[src/sv/bbc_pkg.sv]
// ----------------------------------------------------------------------------
// bbc_pkg
// Types and constants shared by the buffer cache list manager.
// ----------------------------------------------------------------------------
package bbc_pkg;

    localparam int ENTRY_COUNT = 16;
    localparam int TAG_BITS    = 32;
    localparam int REF_BITS    = 8;
    localparam int SLOTS       = ENTRY_COUNT + 2;
    localparam int LINK_W      = $clog2(SLOTS);
    localparam int IDX_W       = $clog2(ENTRY_COUNT);
    localparam int CNT_W       = $clog2(ENTRY_COUNT + 1);

    localparam logic [LINK_W-1:0] ACT_HEAD = LINK_W'(ENTRY_COUNT);
    localparam logic [LINK_W-1:0] INA_HEAD = LINK_W'(ENTRY_COUNT + 1);
    localparam logic [REF_BITS-1:0] REF_MAX = {REF_BITS{1'b1}};
    localparam logic [REF_BITS-1:0] REF_ONE = REF_BITS'(1);

    typedef enum logic [1:0] {
        MODE_GET  = 2'd0,
        MODE_PUT  = 2'd1,
        MODE_FREE = 2'd2,
        MODE_NONE = 2'd3
    } t_mode;

    typedef enum logic [2:0] {
        ST_HIT       = 3'd0,
        ST_REVIVE    = 3'd1,
        ST_MISS      = 3'd2,
        ST_FULL      = 3'd3,
        ST_PUT_OK    = 3'd4,
        ST_UNDERFLOW = 3'd5
    } t_status;

    typedef struct packed {
        t_mode               mode;
        logic [TAG_BITS-1:0] block_tag;
        logic [3:0]          entry_index;
        logic [4:0]          free_limit;
    } t_in_beat;

    typedef struct packed {
        t_status    status;
        logic [3:0] result_index;
        logic       need_page;
        logic       need_read;
        logic       page_freed;
        logic [4:0] freed_count;
        logic       last;
    } t_out_beat;

    typedef enum logic [1:0] {
        U_MATCH = 2'd0,
        U_INC   = 2'd1,
        U_DEC   = 2'd2,
        U_PASS  = 2'd3
    } t_unit_op;

    typedef struct packed {
        t_unit_op            op;
        logic [TAG_BITS-1:0] tag_a;
        logic [TAG_BITS-1:0] tag_b;
        logic [REF_BITS-1:0] ref_in;
    } t_unit_req;

    typedef struct packed {
        logic                match;
        logic [REF_BITS-1:0] ref_out;
    } t_unit_rsp;

    typedef enum logic [7:0] {
        S_IDLE   = 8'b0000_0001,
        S_SRCH_A = 8'b0000_0010,
        S_SRCH_I = 8'b0000_0100,
        S_PUT    = 8'b0000_1000,
        S_FREE   = 8'b0001_0000,
        S_UNLINK = 8'b0010_0000,
        S_LINK   = 8'b0100_0000,
        S_EMIT   = 8'b1000_0000
    } t_state;

endpackage

[src/sv/block_buffer_cache_lists_core.sv]
// ----------------------------------------------------------------------------
// block_buffer_cache_lists_core
// Buffer cache with active and inactive circular lists and reference counts.
// ----------------------------------------------------------------------------
// Input channel: i_in_valid / o_in_stall carry one t_in_beat (get, put, free).
// Output channel: o_out_valid / i_out_stall carry t_out_beat results; the
// last beat of an item has last set. Get and put give one beat, free gives
// one beat per released page plus a closing count.
// One item at a time: o_in_stall is high from acceptance until the item's
// final beat is loaded into the output register. A sequencer walks the lists
// one entry per cycle through the shared compare unit, though a free pauses
// at each released page until that page's beat is loaded. Mode 3 gives no
// beat and is absorbed without raising o_in_stall.
// Reset clears counts, tags, valid and page flags and builds the inactive
// list from the top index down to 0; the active list starts empty.
// A stalled output holds its beat; the sequencer waits until it is taken.
// ----------------------------------------------------------------------------
module block_buffer_cache_lists_core import bbc_pkg::*; (
    input  logic      i_clk,
    input  logic      i_rst_n,
    input  logic      i_in_valid,
    output logic      o_in_stall,
    input  t_in_beat  i_in_data,
    output logic      o_out_valid,
    input  logic      i_out_stall,
    output t_out_beat o_out_data
);

    t_state                r_state, n_state;
    t_in_beat              r_item, n_item;
    logic [LINK_W-1:0]     r_ptr, n_ptr;
    logic [CNT_W-1:0]      r_steps, n_steps;
    logic [CNT_W-1:0]      r_freed, n_freed;
    logic [IDX_W-1:0]      r_mv_e, n_mv_e;
    logic [LINK_W-1:0]     r_mv_head, n_mv_head;
    logic                  r_ret_free, n_ret_free;
    t_out_beat             r_res, n_res;
    logic                  r_ov, n_ov;
    t_out_beat             r_out, n_out;

    logic [TAG_BITS-1:0]   r_tag [ENTRY_COUNT];
    logic [TAG_BITS-1:0]   n_tag [ENTRY_COUNT];
    logic [REF_BITS-1:0]   r_ref [ENTRY_COUNT];
    logic [REF_BITS-1:0]   n_ref [ENTRY_COUNT];
    logic                  r_valid [ENTRY_COUNT];
    logic                  n_valid [ENTRY_COUNT];
    logic                  r_page [ENTRY_COUNT];
    logic                  n_page [ENTRY_COUNT];
    logic [LINK_W-1:0]     r_next [SLOTS];
    logic [LINK_W-1:0]     n_next [SLOTS];
    logic [LINK_W-1:0]     r_prev [SLOTS];
    logic [LINK_W-1:0]     n_prev [SLOTS];

    t_unit_req             s_req;
    t_unit_rsp             s_rsp;
    logic [IDX_W-1:0]      s_eidx;
    logic [IDX_W-1:0]      s_pidx;
    logic                  s_ptr_entry;
    logic                  s_can_load;
    logic [LINK_W-1:0]     s_n, s_p, s_n2;

    bbc_unit u_unit (
        .i_req (s_req),
        .o_rsp (s_rsp)
    );

    assign s_eidx      = r_ptr[IDX_W-1:0];
    assign s_pidx      = IDX_W'(r_item.entry_index);
    assign s_ptr_entry = (r_ptr < ACT_HEAD);
    assign s_can_load  = !r_ov || !i_out_stall;
    assign o_in_stall  = (r_state != S_IDLE);
    assign o_out_valid = r_ov;
    assign o_out_data  = r_out;

    always_comb begin
        s_req.op     = U_MATCH;
        s_req.tag_a  = r_tag[s_eidx];
        s_req.tag_b  = r_item.block_tag;
        s_req.ref_in = r_ref[s_eidx];
        case (r_state)
            S_SRCH_A: begin
                s_req.op = U_INC;
            end
            S_PUT: begin
                s_req.op     = U_DEC;
                s_req.ref_in = r_ref[s_pidx];
            end
            default: begin
                s_req.op = U_MATCH;
            end
        endcase
    end

    always_comb begin
        n_state    = r_state;
        n_item     = r_item;
        n_ptr      = r_ptr;
        n_steps    = r_steps;
        n_freed    = r_freed;
        n_mv_e     = r_mv_e;
        n_mv_head  = r_mv_head;
        n_ret_free = r_ret_free;
        n_res      = r_res;
        n_ov       = r_ov;
        n_out      = r_out;
        n_tag      = r_tag;
        n_ref      = r_ref;
        n_valid    = r_valid;
        n_page     = r_page;
        n_next     = r_next;
        n_prev     = r_prev;
        s_n        = r_next[r_mv_e];
        s_p        = r_prev[r_mv_e];
        s_n2       = r_next[r_mv_head];

        if (r_ov && !i_out_stall) begin
            n_ov = 1'b0;
        end

        case (r_state)
            S_IDLE: begin
                if (i_in_valid) begin
                    n_item     = i_in_data;
                    n_steps    = '0;
                    n_freed    = '0;
                    n_ret_free = 1'b0;
                    n_res      = '0;
                    n_res.last = 1'b1;
                    case (i_in_data.mode)
                        MODE_GET: begin
                            n_ptr   = r_next[ACT_HEAD];
                            n_state = S_SRCH_A;
                        end
                        MODE_PUT: begin
                            n_state = S_PUT;
                        end
                        MODE_FREE: begin
                            n_ptr   = r_next[INA_HEAD];
                            n_state = S_FREE;
                        end
                        default: begin
                            n_state = S_IDLE;
                        end
                    endcase
                end
            end
            S_SRCH_A: begin
                if (r_ptr == ACT_HEAD || !s_ptr_entry || int'(r_steps) == ENTRY_COUNT) begin
                    n_ptr   = r_next[INA_HEAD];
                    n_steps = '0;
                    n_state = S_SRCH_I;
                end else if (r_valid[s_eidx] && s_rsp.match) begin
                    n_ref[s_eidx]      = s_rsp.ref_out;
                    n_res.status       = ST_HIT;
                    n_res.result_index = 4'(s_eidx);
                    n_state            = S_EMIT;
                end else begin
                    n_ptr   = r_next[r_ptr];
                    n_steps = r_steps + CNT_W'(1);
                end
            end
            S_SRCH_I: begin
                if (r_ptr == INA_HEAD || !s_ptr_entry || int'(r_steps) == ENTRY_COUNT) begin
                    if (r_next[INA_HEAD] >= ACT_HEAD) begin
                        n_res.status = ST_FULL;
                        n_state      = S_EMIT;
                    end else begin
                        n_mv_e             = r_next[INA_HEAD][IDX_W-1:0];
                        n_tag[n_mv_e]      = r_item.block_tag;
                        n_valid[n_mv_e]    = 1'b1;
                        n_ref[n_mv_e]      = REF_ONE;
                        n_page[n_mv_e]     = 1'b1;
                        n_res.status       = ST_MISS;
                        n_res.result_index = 4'(n_mv_e);
                        n_res.need_page    = !r_page[n_mv_e];
                        n_res.need_read    = 1'b1;
                        n_mv_head          = ACT_HEAD;
                        n_state            = S_UNLINK;
                    end
                end else if (r_valid[s_eidx] && s_rsp.match) begin
                    n_ref[s_eidx]      = REF_ONE;
                    n_mv_e             = s_eidx;
                    n_mv_head          = ACT_HEAD;
                    n_res.status       = ST_REVIVE;
                    n_res.result_index = 4'(s_eidx);
                    n_state            = S_UNLINK;
                end else begin
                    n_ptr   = r_next[r_ptr];
                    n_steps = r_steps + CNT_W'(1);
                end
            end
            S_PUT: begin
                n_res.result_index = r_item.entry_index;
                if (int'(r_item.entry_index) >= ENTRY_COUNT || r_ref[s_pidx] == '0) begin
                    n_res.status = ST_UNDERFLOW;
                    n_state      = S_EMIT;
                end else begin
                    n_ref[s_pidx] = s_rsp.ref_out;
                    n_res.status  = ST_PUT_OK;
                    if (s_rsp.ref_out == '0) begin
                        n_mv_e    = s_pidx;
                        n_mv_head = INA_HEAD;
                        n_state   = S_UNLINK;
                    end else begin
                        n_state = S_EMIT;
                    end
                end
            end
            S_FREE: begin
                n_res = '0;
                if (r_ptr != INA_HEAD && s_ptr_entry
                        && int'(r_freed) < int'(r_item.free_limit)
                        && int'(r_steps) < ENTRY_COUNT) begin
                    n_ptr   = r_next[r_ptr];
                    n_steps = r_steps + CNT_W'(1);
                    if (r_page[s_eidx]) begin
                        n_page[s_eidx]     = 1'b0;
                        n_valid[s_eidx]    = 1'b0;
                        n_freed            = r_freed + CNT_W'(1);
                        n_res.result_index = 4'(s_eidx);
                        n_res.page_freed   = 1'b1;
                        n_ret_free         = 1'b1;
                        n_state            = S_EMIT;
                    end
                end else begin
                    n_res.freed_count = 5'(r_freed);
                    n_res.last        = 1'b1;
                    n_ret_free        = 1'b0;
                    n_state           = S_EMIT;
                end
            end
            S_UNLINK: begin
                n_next[s_p] = s_n;
                n_prev[s_n] = s_p;
                n_state     = S_LINK;
            end
            S_LINK: begin
                n_next[r_mv_e]    = s_n2;
                n_prev[s_n2]      = LINK_W'(r_mv_e);
                n_prev[r_mv_e]    = r_mv_head;
                n_next[r_mv_head] = LINK_W'(r_mv_e);
                n_state           = S_EMIT;
            end
            S_EMIT: begin
                if (s_can_load) begin
                    n_out   = r_res;
                    n_ov    = 1'b1;
                    n_state = r_ret_free ? S_FREE : S_IDLE;
                end
            end
            default: begin
                n_state = S_IDLE;
            end
        endcase
    end

    always_ff @(posedge i_clk) begin
        if (!i_rst_n) begin
            r_state    <= S_IDLE;
            r_ov       <= 1'b0;
            r_ret_free <= 1'b0;
            for (int i = 0; i < ENTRY_COUNT; i++) begin
                r_tag[i]   <= '0;
                r_ref[i]   <= '0;
                r_valid[i] <= 1'b0;
                r_page[i]  <= 1'b0;
                r_next[i]  <= (i == 0) ? INA_HEAD : LINK_W'(i - 1);
                r_prev[i]  <= (i == ENTRY_COUNT - 1) ? INA_HEAD : LINK_W'(i + 1);
            end
            r_next[ACT_HEAD] <= ACT_HEAD;
            r_prev[ACT_HEAD] <= ACT_HEAD;
            r_next[INA_HEAD] <= LINK_W'(ENTRY_COUNT - 1);
            r_prev[INA_HEAD] <= '0;
        end else begin
            r_state    <= n_state;
            r_ov       <= n_ov;
            r_ret_free <= n_ret_free;
            r_tag      <= n_tag;
            r_ref      <= n_ref;
            r_valid    <= n_valid;
            r_page     <= n_page;
            r_next     <= n_next;
            r_prev     <= n_prev;
        end
    end

    always_ff @(posedge i_clk) begin
        r_item    <= n_item;
        r_ptr     <= n_ptr;
        r_steps   <= n_steps;
        r_freed   <= n_freed;
        r_mv_e    <= n_mv_e;
        r_mv_head <= n_mv_head;
        r_res     <= n_res;
        r_out     <= n_out;
    end

endmodule

[src/sv/bbc_unit.sv]
// ----------------------------------------------------------------------------
// bbc_unit
// Shared tag compare and reference count unit.
// ----------------------------------------------------------------------------
module bbc_unit import bbc_pkg::*; (
    input  t_unit_req i_req,
    output t_unit_rsp o_rsp
);

    always_comb begin
        o_rsp.match   = (i_req.tag_a == i_req.tag_b);
        o_rsp.ref_out = i_req.ref_in;
        case (i_req.op)
            U_INC: begin
                if (i_req.ref_in != REF_MAX) begin
                    o_rsp.ref_out = i_req.ref_in + REF_ONE;
                end
            end
            U_DEC: begin
                o_rsp.ref_out = i_req.ref_in - REF_ONE;
            end
            U_MATCH: begin
                o_rsp.ref_out = i_req.ref_in;
            end
            default: begin
                o_rsp.ref_out = i_req.ref_in;
            end
        endcase
    end

endmodule

[config.mk]
export PLATFORM = sky130hd
export DESIGN_NAME = block_buffer_cache_lists_core
export DESIGN_NICKNAME = d
export VERILOG_FILES = /design/src/sv/bbc_pkg.sv /design/src/sv/block_buffer_cache_lists_core.sv /design/src/sv/bbc_unit.sv
export SDC_FILE = /design/constraint.sdc
export NUM_CORES = 2
export LEC_CHECK = 0
export BUFFER_PORTS_ARGS = -buffer_cell sky130_fd_sc_hd__buf_2
export CORE_ASPECT_RATIO = 1.2
export CORE_MARGIN = 8
export CORE_UTILIZATION = 23
export DETAILED_ROUTE_END_ITERATION = 7
export GPL_ROUTABILITY_DRIVEN = 0
export PLACE_DENSITY_LB_ADDON = 0.25
export REMOVE_ABC_BUFFERS = 1
export SLEW_MARGIN = 0
export SYNTH_ARGS = -nofsm -noshare
export SYNTH_HDL_FRONTEND = slang
export SYNTH_SLANG_ARGS = --single-unit
[constraint.sdc]
create_clock -name i_clk -period 8.83 [get_ports i_clk]
set_clock_uncertainty 0.2 [all_clocks]
set_input_delay 1.3245 -clock i_clk [delete_from_list [all_inputs] [get_ports i_clk]]
set_output_delay 1.3245 -clock i_clk [all_outputs]
set_load 0.03 [all_outputs]
== After elaboration in Yosys (flattened, before gate mapping) ==
Index checks and enable logic that the tools add are counted.

* Logic and storage cells: 404
* Flip-flop bits (word level): 959
* Input port bits: 47

* Muxes and demuxes: 150
* Reductions and logical operators: 48
* Order comparisons: 21
* Eq/ne operators: 35
* Bitwise gates (word level): 21
* $add $sub $neg: 4

{| class="wikitable"
|+ Operators with widths
! kind !! number
|-
| $mux W128 || 6
|-
| $bwmux W90 || 6
|-
| $bwmux W512 || 1
|-
| $pmux W128 S3 || 1
|-
| $pmux W90 S2 || 2
|-
| $bwmux W128 || 2
|-
| $and A112 B112 Y112 || 2
|-
| $not A112 Y112 || 2
|-
| $mux W8 || 20
|-
| $mux W5 || 31
|-
| $mux W16 || 9
|-
| $bmux W32 S4 || 1
|-
| $demux W32 S4 || 1
|-
| $demux W5 S5 || 5
|-
| $bmux W5 S5 || 4
|-
| $demux W8 S4 || 3
|-
| $mux W32 || 3
|-
| $bmux W8 S4 || 2
|-
| $or A16 B16 Y16 || 4
|-
| $pmux W16 S2 || 2
|-
| $pmux W8 S8 || 1
|-
| $pmux W5 S4 || 2
|-
| $pmux W7 S5 || 1
|-
| $and A16 B16 Y16 || 2
|-
| other kinds (61) || 166
|}

== Longest topological paths before layout ==
* Depth in word-level cells: 12
* Mapped depth: 19
* Mapped depth without buffers: 14

== Cells and area by module ==
From an unflattened synthesis, not the netlist that was laid out.

* Cell total of the unflattened synthesis: 5063
* Area, all modules: 46677.3 µm²

{| class="wikitable"
|+ Modules (own cells, without submodules)
! module !! times used !! cells an instance !! area an instance (µm²)
|-
| block_buffer_cache_lists_core || 1 || 4934 || 45796.4
|-
| bbc_unit || 1 || 129 || 880.8
|}

== Worst setup path before layout ==
No wires, ideal clock.

* Path type: register to register
* From: register r_ptr[0]
* To: register r_res[10] in the netlist's numbering, enable pin
* Path buffers: 4
* Arrival: 4.038 ns
* Library setup time: 0.365 ns
* Required time: 8.265 ns
* Cell stages (with the launch flop): 15
* Path slack: 4.227 ns
* Cell sequence: edfxtp_1 buf_2 buf_4 buf_4 buf_2 mux4_2 mux2i_1 xor2_1 nand3_1 o31ai_1 nand3_1 nor4_2 nand4_2 a2111oi_0 a21boi_0

* Longest elaborated chain between the ends: 8

{| class="wikitable"
|+ RTL lines
! what !! line !! RTL
|-
| start: declaration || block_buffer_cache_lists_core.sv:31 || <nowiki>logic [LINK_W-1:0] r_ptr, n_ptr;</nowiki>
|-
| start signal: assignment || block_buffer_cache_lists_core.sv:289 || <nowiki>r_ptr <= n_ptr;</nowiki>
|-
| $not A4 Y5 (not written as such) || block_buffer_cache_lists_core.sv:77, block_buffer_cache_lists_core.sv:152, block_buffer_cache_lists_core.sv:180 ||
|-
| $bmux W32 S4 || block_buffer_cache_lists_core.sv:77 || <nowiki>s_req.tag_a = r_tag[s_eidx];</nowiki>
|-
| $mux W32 (not written as such) (2 in a row) || block_buffer_cache_lists_core.sv:77 ||
|-
| $eq A32 B32 Y1 || bbc_unit.sv:11 || <nowiki>o_rsp.match = (i_req.tag_a == i_req.tag_b);</nowiki>
|-
| $logic_and A1 B1 Y1 || block_buffer_cache_lists_core.sv:152, block_buffer_cache_lists_core.sv:180 ||
|-
| $ne A3 B3 Y1 (no line) / $ne A2 B2 Y1 (equally long branches) || n/a ||
|-
| $reduce_and A6 Y1 (no line) (*) || n/a ||
|-
| end signal: assignment || block_buffer_cache_lists_core.sv:294 || <nowiki>r_res <= n_res;</nowiki>
|-
| end: declaration || block_buffer_cache_lists_core.sv:37 || <nowiki>t_out_beat r_res, n_res;</nowiki>
|}

Mark *: on every way between the ends. The rest lies on a longest branch, timed or not. The select of a mux whose other input is x is not followed.
A chain may end at the register's enable or synchronous reset.

== Worst setup path in the final report ==
* From: register r_ptr[0]
* To: register r_ref[6] in the netlist's numbering

* Longest elaborated chain between the ends: 12

{| class="wikitable"
|+ RTL lines
! what !! line !! RTL
|-
| $not A4 Y5 (not written as such) || n/a ||
|-
| $bmux W8 S4 || block_buffer_cache_lists_core.sv:79 || <nowiki>s_req.ref_in = r_ref[s_eidx];</nowiki>
|-
| $mux W8 (not written as such) (2 in a row) || block_buffer_cache_lists_core.sv:79 ||
|-
| $mux W8 || block_buffer_cache_lists_core.sv:80 || <nowiki>case (r_state)</nowiki>
|-
| $add A8 B1 Y8 / $ne A8 B8 Y1 (equally long branches) || bbc_unit.sv:16, bbc_unit.sv:15 ||
|-
| $mux W8 || bbc_unit.sv:15 || <nowiki>if (i_req.ref_in != REF_MAX) begin</nowiki>
|-
| $pmux W8 S2 || bbc_unit.sv:13 || <nowiki>case (i_req.op)</nowiki>
|-
| $bwmux W128 || block_buffer_cache_lists_core.sv:153 || <nowiki>n_ref[s_eidx] = s_rsp.ref_out;</nowiki>
|-
| $mux W128 || block_buffer_cache_lists_core.sv:152 || <nowiki>end else if (r_valid[s_eidx] && s_rsp.match) begin</nowiki>
|-
| $mux W128 || block_buffer_cache_lists_core.sv:148 || <nowiki>if (r_ptr == ACT_HEAD || !s_ptr_entry || int'(r_steps) == ENTRY_COUNT) begin</nowiki>
|-
| $pmux W128 S3 || block_buffer_cache_lists_core.sv:120 || <nowiki>case (r_state)</nowiki>
|-
| end signal: assignment || block_buffer_cache_lists_core.sv:279 || <nowiki>r_ref <= n_ref;</nowiki>
|-
| end: declaration || block_buffer_cache_lists_core.sv:43 || <nowiki>logic [REF_BITS-1:0] r_ref [ENTRY_COUNT];</nowiki>
|}

Parallel ways exist; a longest one is shown, timed or not. The select of a mux whose other input is x is not followed.

==> flow_metrics.env <==
export IMPL_synth_cells=5654
export IMPL_fin_cells=8303
export IMPL_synth_distinct_cells=86
export IMPL_htreeDepth=3
export IMPL_peakVddDrop_uv=153
export IMPL_syn_area_sq_um=48400
export IMPL_n_fill_cell=22411
export IMPL_cp_end_kind="flip-flop"
export IMPL_hp_class="reg -> reg"
export IMPL_worstPathMaxFanout=53
export IMPL_area_growth_pct=12.8
export IMPL_rrSetupSlack_ns=1.99
export IMPL_route_detailed_drc=0
export IMPL_worstSetupPathType="reg -> reg"
export IMPL_drt_iter0_drc=3918
export IMPL_gr_total_overflow=0
export IMPL_netlist_top_cells_area="dfxtp_1 35%, mux4_2 12%, nand2_1 10%"
export IMPL_synth_yosys_seq_area_share_pct=41.0
export IMPL_netlist_area_leader_share_pct=35.3
export IMPL_routedWlPerCell_um=22.9
export IMPL_fin_crit_sh_pct=77.5
export IMPL_hold_violations=0
export IMPL_crit_end="r_ref[6]"
export IMPL_status="finished, final reports clean"
export IMPL_worstMarginPinSlew_ns=1.22
export IMPL_clock_latency_ns=0.73
export IMPL_rsz0062_at_grt="false"
export IMPL_synth_most_common_cell="nand2_1"
export IMPL_regArea_sq_um=19800
export IMPL_cts_resized=0
export IMPL_required_ns=9.25
export IMPL_antenna_found_initial=2
export IMPL_cts_tree="built"
export IMPL_postCtsSetupBuffers=0
export IMPL_grt_pass1_wl_mm=282
export IMPL_cts_hold_buf=0
export IMPL_cts_root_buf="clkbuf_16"
export IMPL_worst_slack_ns=1.99
export IMPL_ys_flop_type="dfxtp_1"
export IMPL_core_sq_um=209000
export IMPL_cp_start_kind="flip-flop"
export IMPL_routed_via_count=42838
export IMPL_wl_mm=190
export IMPL_cts_max_path_buffers=3
export IMPL_reg2reg_from="r_ptr[0]"
export IMPL_die_area_sq_um=225000
export IMPL_rr_endpoint="r_ref[6]"
export IMPL_nets=5491
export IMPL_pin_count=65
export IMPL_synth_yosys_warnings=0
export IMPL_maxCapViolations=0
export IMPL_final_area_sq_um=54600
export IMPL_powerDensity_nw_per_um2=186
export IMPL_numCtsBuffers=100
export IMPL_vias_per_cell=5.16
export IMPL_start_util_pct=23.1
export IMPL_startpoint="r_ptr[0]"
export IMPL_synth_common_cells="1,285 x nand2_1, 852 x dfxtp_1, 810 x a21oi_1, 494 x nor2_1, 403 x clkbuf_1"
export IMPL_fmax_mhz=146
export IMPL_first_pass_iters=6
export IMPL_hpwl_mm=117
export IMPL_synth_edff_count=93
export IMPL_multi_input_area_sq_um=26000
export IMPL_synth_area_per_cell_sq_um=8.55
export IMPL_grt_max_degree=193
export IMPL_max_slew_margin_pct=17.7
export IMPL_crit_arrival_ns=7.26
export IMPL_rows=184
export IMPL_min_period_ns=6.84
export IMPL_synthArstFlopShare_pct=0
export IMPL_grt_usage_pct=16.2
export IMPL_drive_gt1_share_pct=13.7
export IMPL_die_h_um=518
export IMPL_leakagePower_uw=0.0174
export IMPL_ys_ff_latch=945
export IMPL_first_global_vias=41924
export IMPL_ant_nets=0
export IMPL_numClockSinks=945
export IMPL_path_clk_slew_ns=0.06
export IMPL_finalMaxSlewViolations=0
export IMPL_yosysTopAreaCell="dfxtp_1"
export IMPL_numPortBuffers=64
export IMPL_placed_cells=8121
export IMPL_die_w_um=435
export IMPL_finalSetupViolCount=0
export IMPL_reg2reg_depth=14
export IMPL_pre_cts_ws_ns=1.94
export IMPL_dpl_cell_area_sq_um=51300
## power by group
group / internal [uW] / switching (uW) / total [uW] / leakage, uW
clock network: 2430 / 1880 / 4310 / 0.00162
registers: 4400 / 110 / 4510 / 0.00775
logic: 421 / 906 / 1330 / 0.00800
total: 7250 / 2900 / 10100 / 0.0174
## final cells by class
class | instances | area share, %
diodes | 3 | 0.0138
clock buffers | 140 | 5.29
clock inverters | 39 | 0.709
inverters | 144 | 1.01
multi-input cells | 4052 | 47.7
flip-flops and latches | 945 | 36.4
well taps | 2790 | 6.40
repair buffers | 190 | 2.49
## critical path, stage by stage (launching register included)
cell	delay, ns
edfxtp_1	1.08
buf_12	0.48
and2_1	0.28
buf_4	0.36
a22oi_1	0.15
o21ai_0	0.15
o22ai_1	0.12
o21ai_0	0.46
nand4_1	0.25
nor4_2	0.42
nand4_2	0.63
a22oi_4	0.83
buf_4	0.54
a31oi_1	0.35
a22o_1	0.32
## registers in the layout (all words and copies together) (netlist names)
register and flops:
r_tag 512, r_ref 128, r_next 90, r_prev 80, r_item 37, o_out_data 16, r_page 16, r_res 16
r_valid 16, r_state 8, r_freed 5, r_ptr 5, r_steps 5, r_mv_e 4, s_pidx 4, o_out_valid 1
r_mv_head 1, r_ret_free 1
## per-layer routing
metal  up-vias  routed length (um)  GRT usage [%]
li1      19760                   -              -
met1     21165               78400           20.2
met2      1520               92900           27.7
met3       393               10100           1.85
met4         0                8990           7.54
met5         -                   0              0
## metrics by stage
| stage | power, uW | utilization, % | hold WS [ns] | TNS [ns] |
|---|---|---|---|---|
| 4_1_cts | 10300 | 26.1 | 0.227 | 0 |
| 2_1_floorplan | 5460 | - | 0.200 | -3017.79 |
| 6_report | 10100 | 26.1 | 0.224 | 0 |
| 5_1_grt | 10500 | 26.1 | 0.236 | 0 |
| 3_5_place_dp | 5930 | 24.5 | 0.213 | 0 |
| 3_3_place_gp | 5930 | 24.5 | 0.213 | 0 |
## placed cells by master, fill, tap and decap left out, types with 32 or more instances in the layout
cell	n
a22oi_1	37
a21oi_1	810
dfxtp_1	852
clkbuf_16	103
nor3_1	63
inv_1	138
a222oi_1	54
a221o_1	40
nand2_1	1284
buf_4	120
mux2_2	32
a311oi_1	46
o22ai_1	108
mux2i_1	132
mux4_2	257
edfxtp_1	93
a31o_2	36
nor2_1	482
o21ai_0	140
buf_2	63
nand3_1	61
## worst min path at each step
stage	cells after the start	to	slack [ns]	from
finish	0	o_out_data[9]	0.22	r_res[9]
detailed placement	0	o_out_data[10]	0.21	r_res[10]
global placement	0	o_out_data[7]	0.21	r_res[7]
CTS	0	o_out_data[10]	0.23	r_res[10]
floorplan	0	o_out_data[0]	0.20	r_res[0]
global route	0	o_out_data[8]	0.24	r_res[8]
## cells by family (layout without fill, tap and decap cells)
family,after synthesis,count (layout),synth area share (%)
adders and majority gates,11,11,0.285
other,0,3,0
buffers and inverters,657,513,5.59
xor gates and xnor gates,29,29,0.525
DFF,945,945,41.0
and+or+nand+nor,2085,2085,17.6
AOI/OAI and AO/OA,1505,1505,19.5
muxes,422,422,15.5
Note: power is estimated with default switching activity, not from simulation.
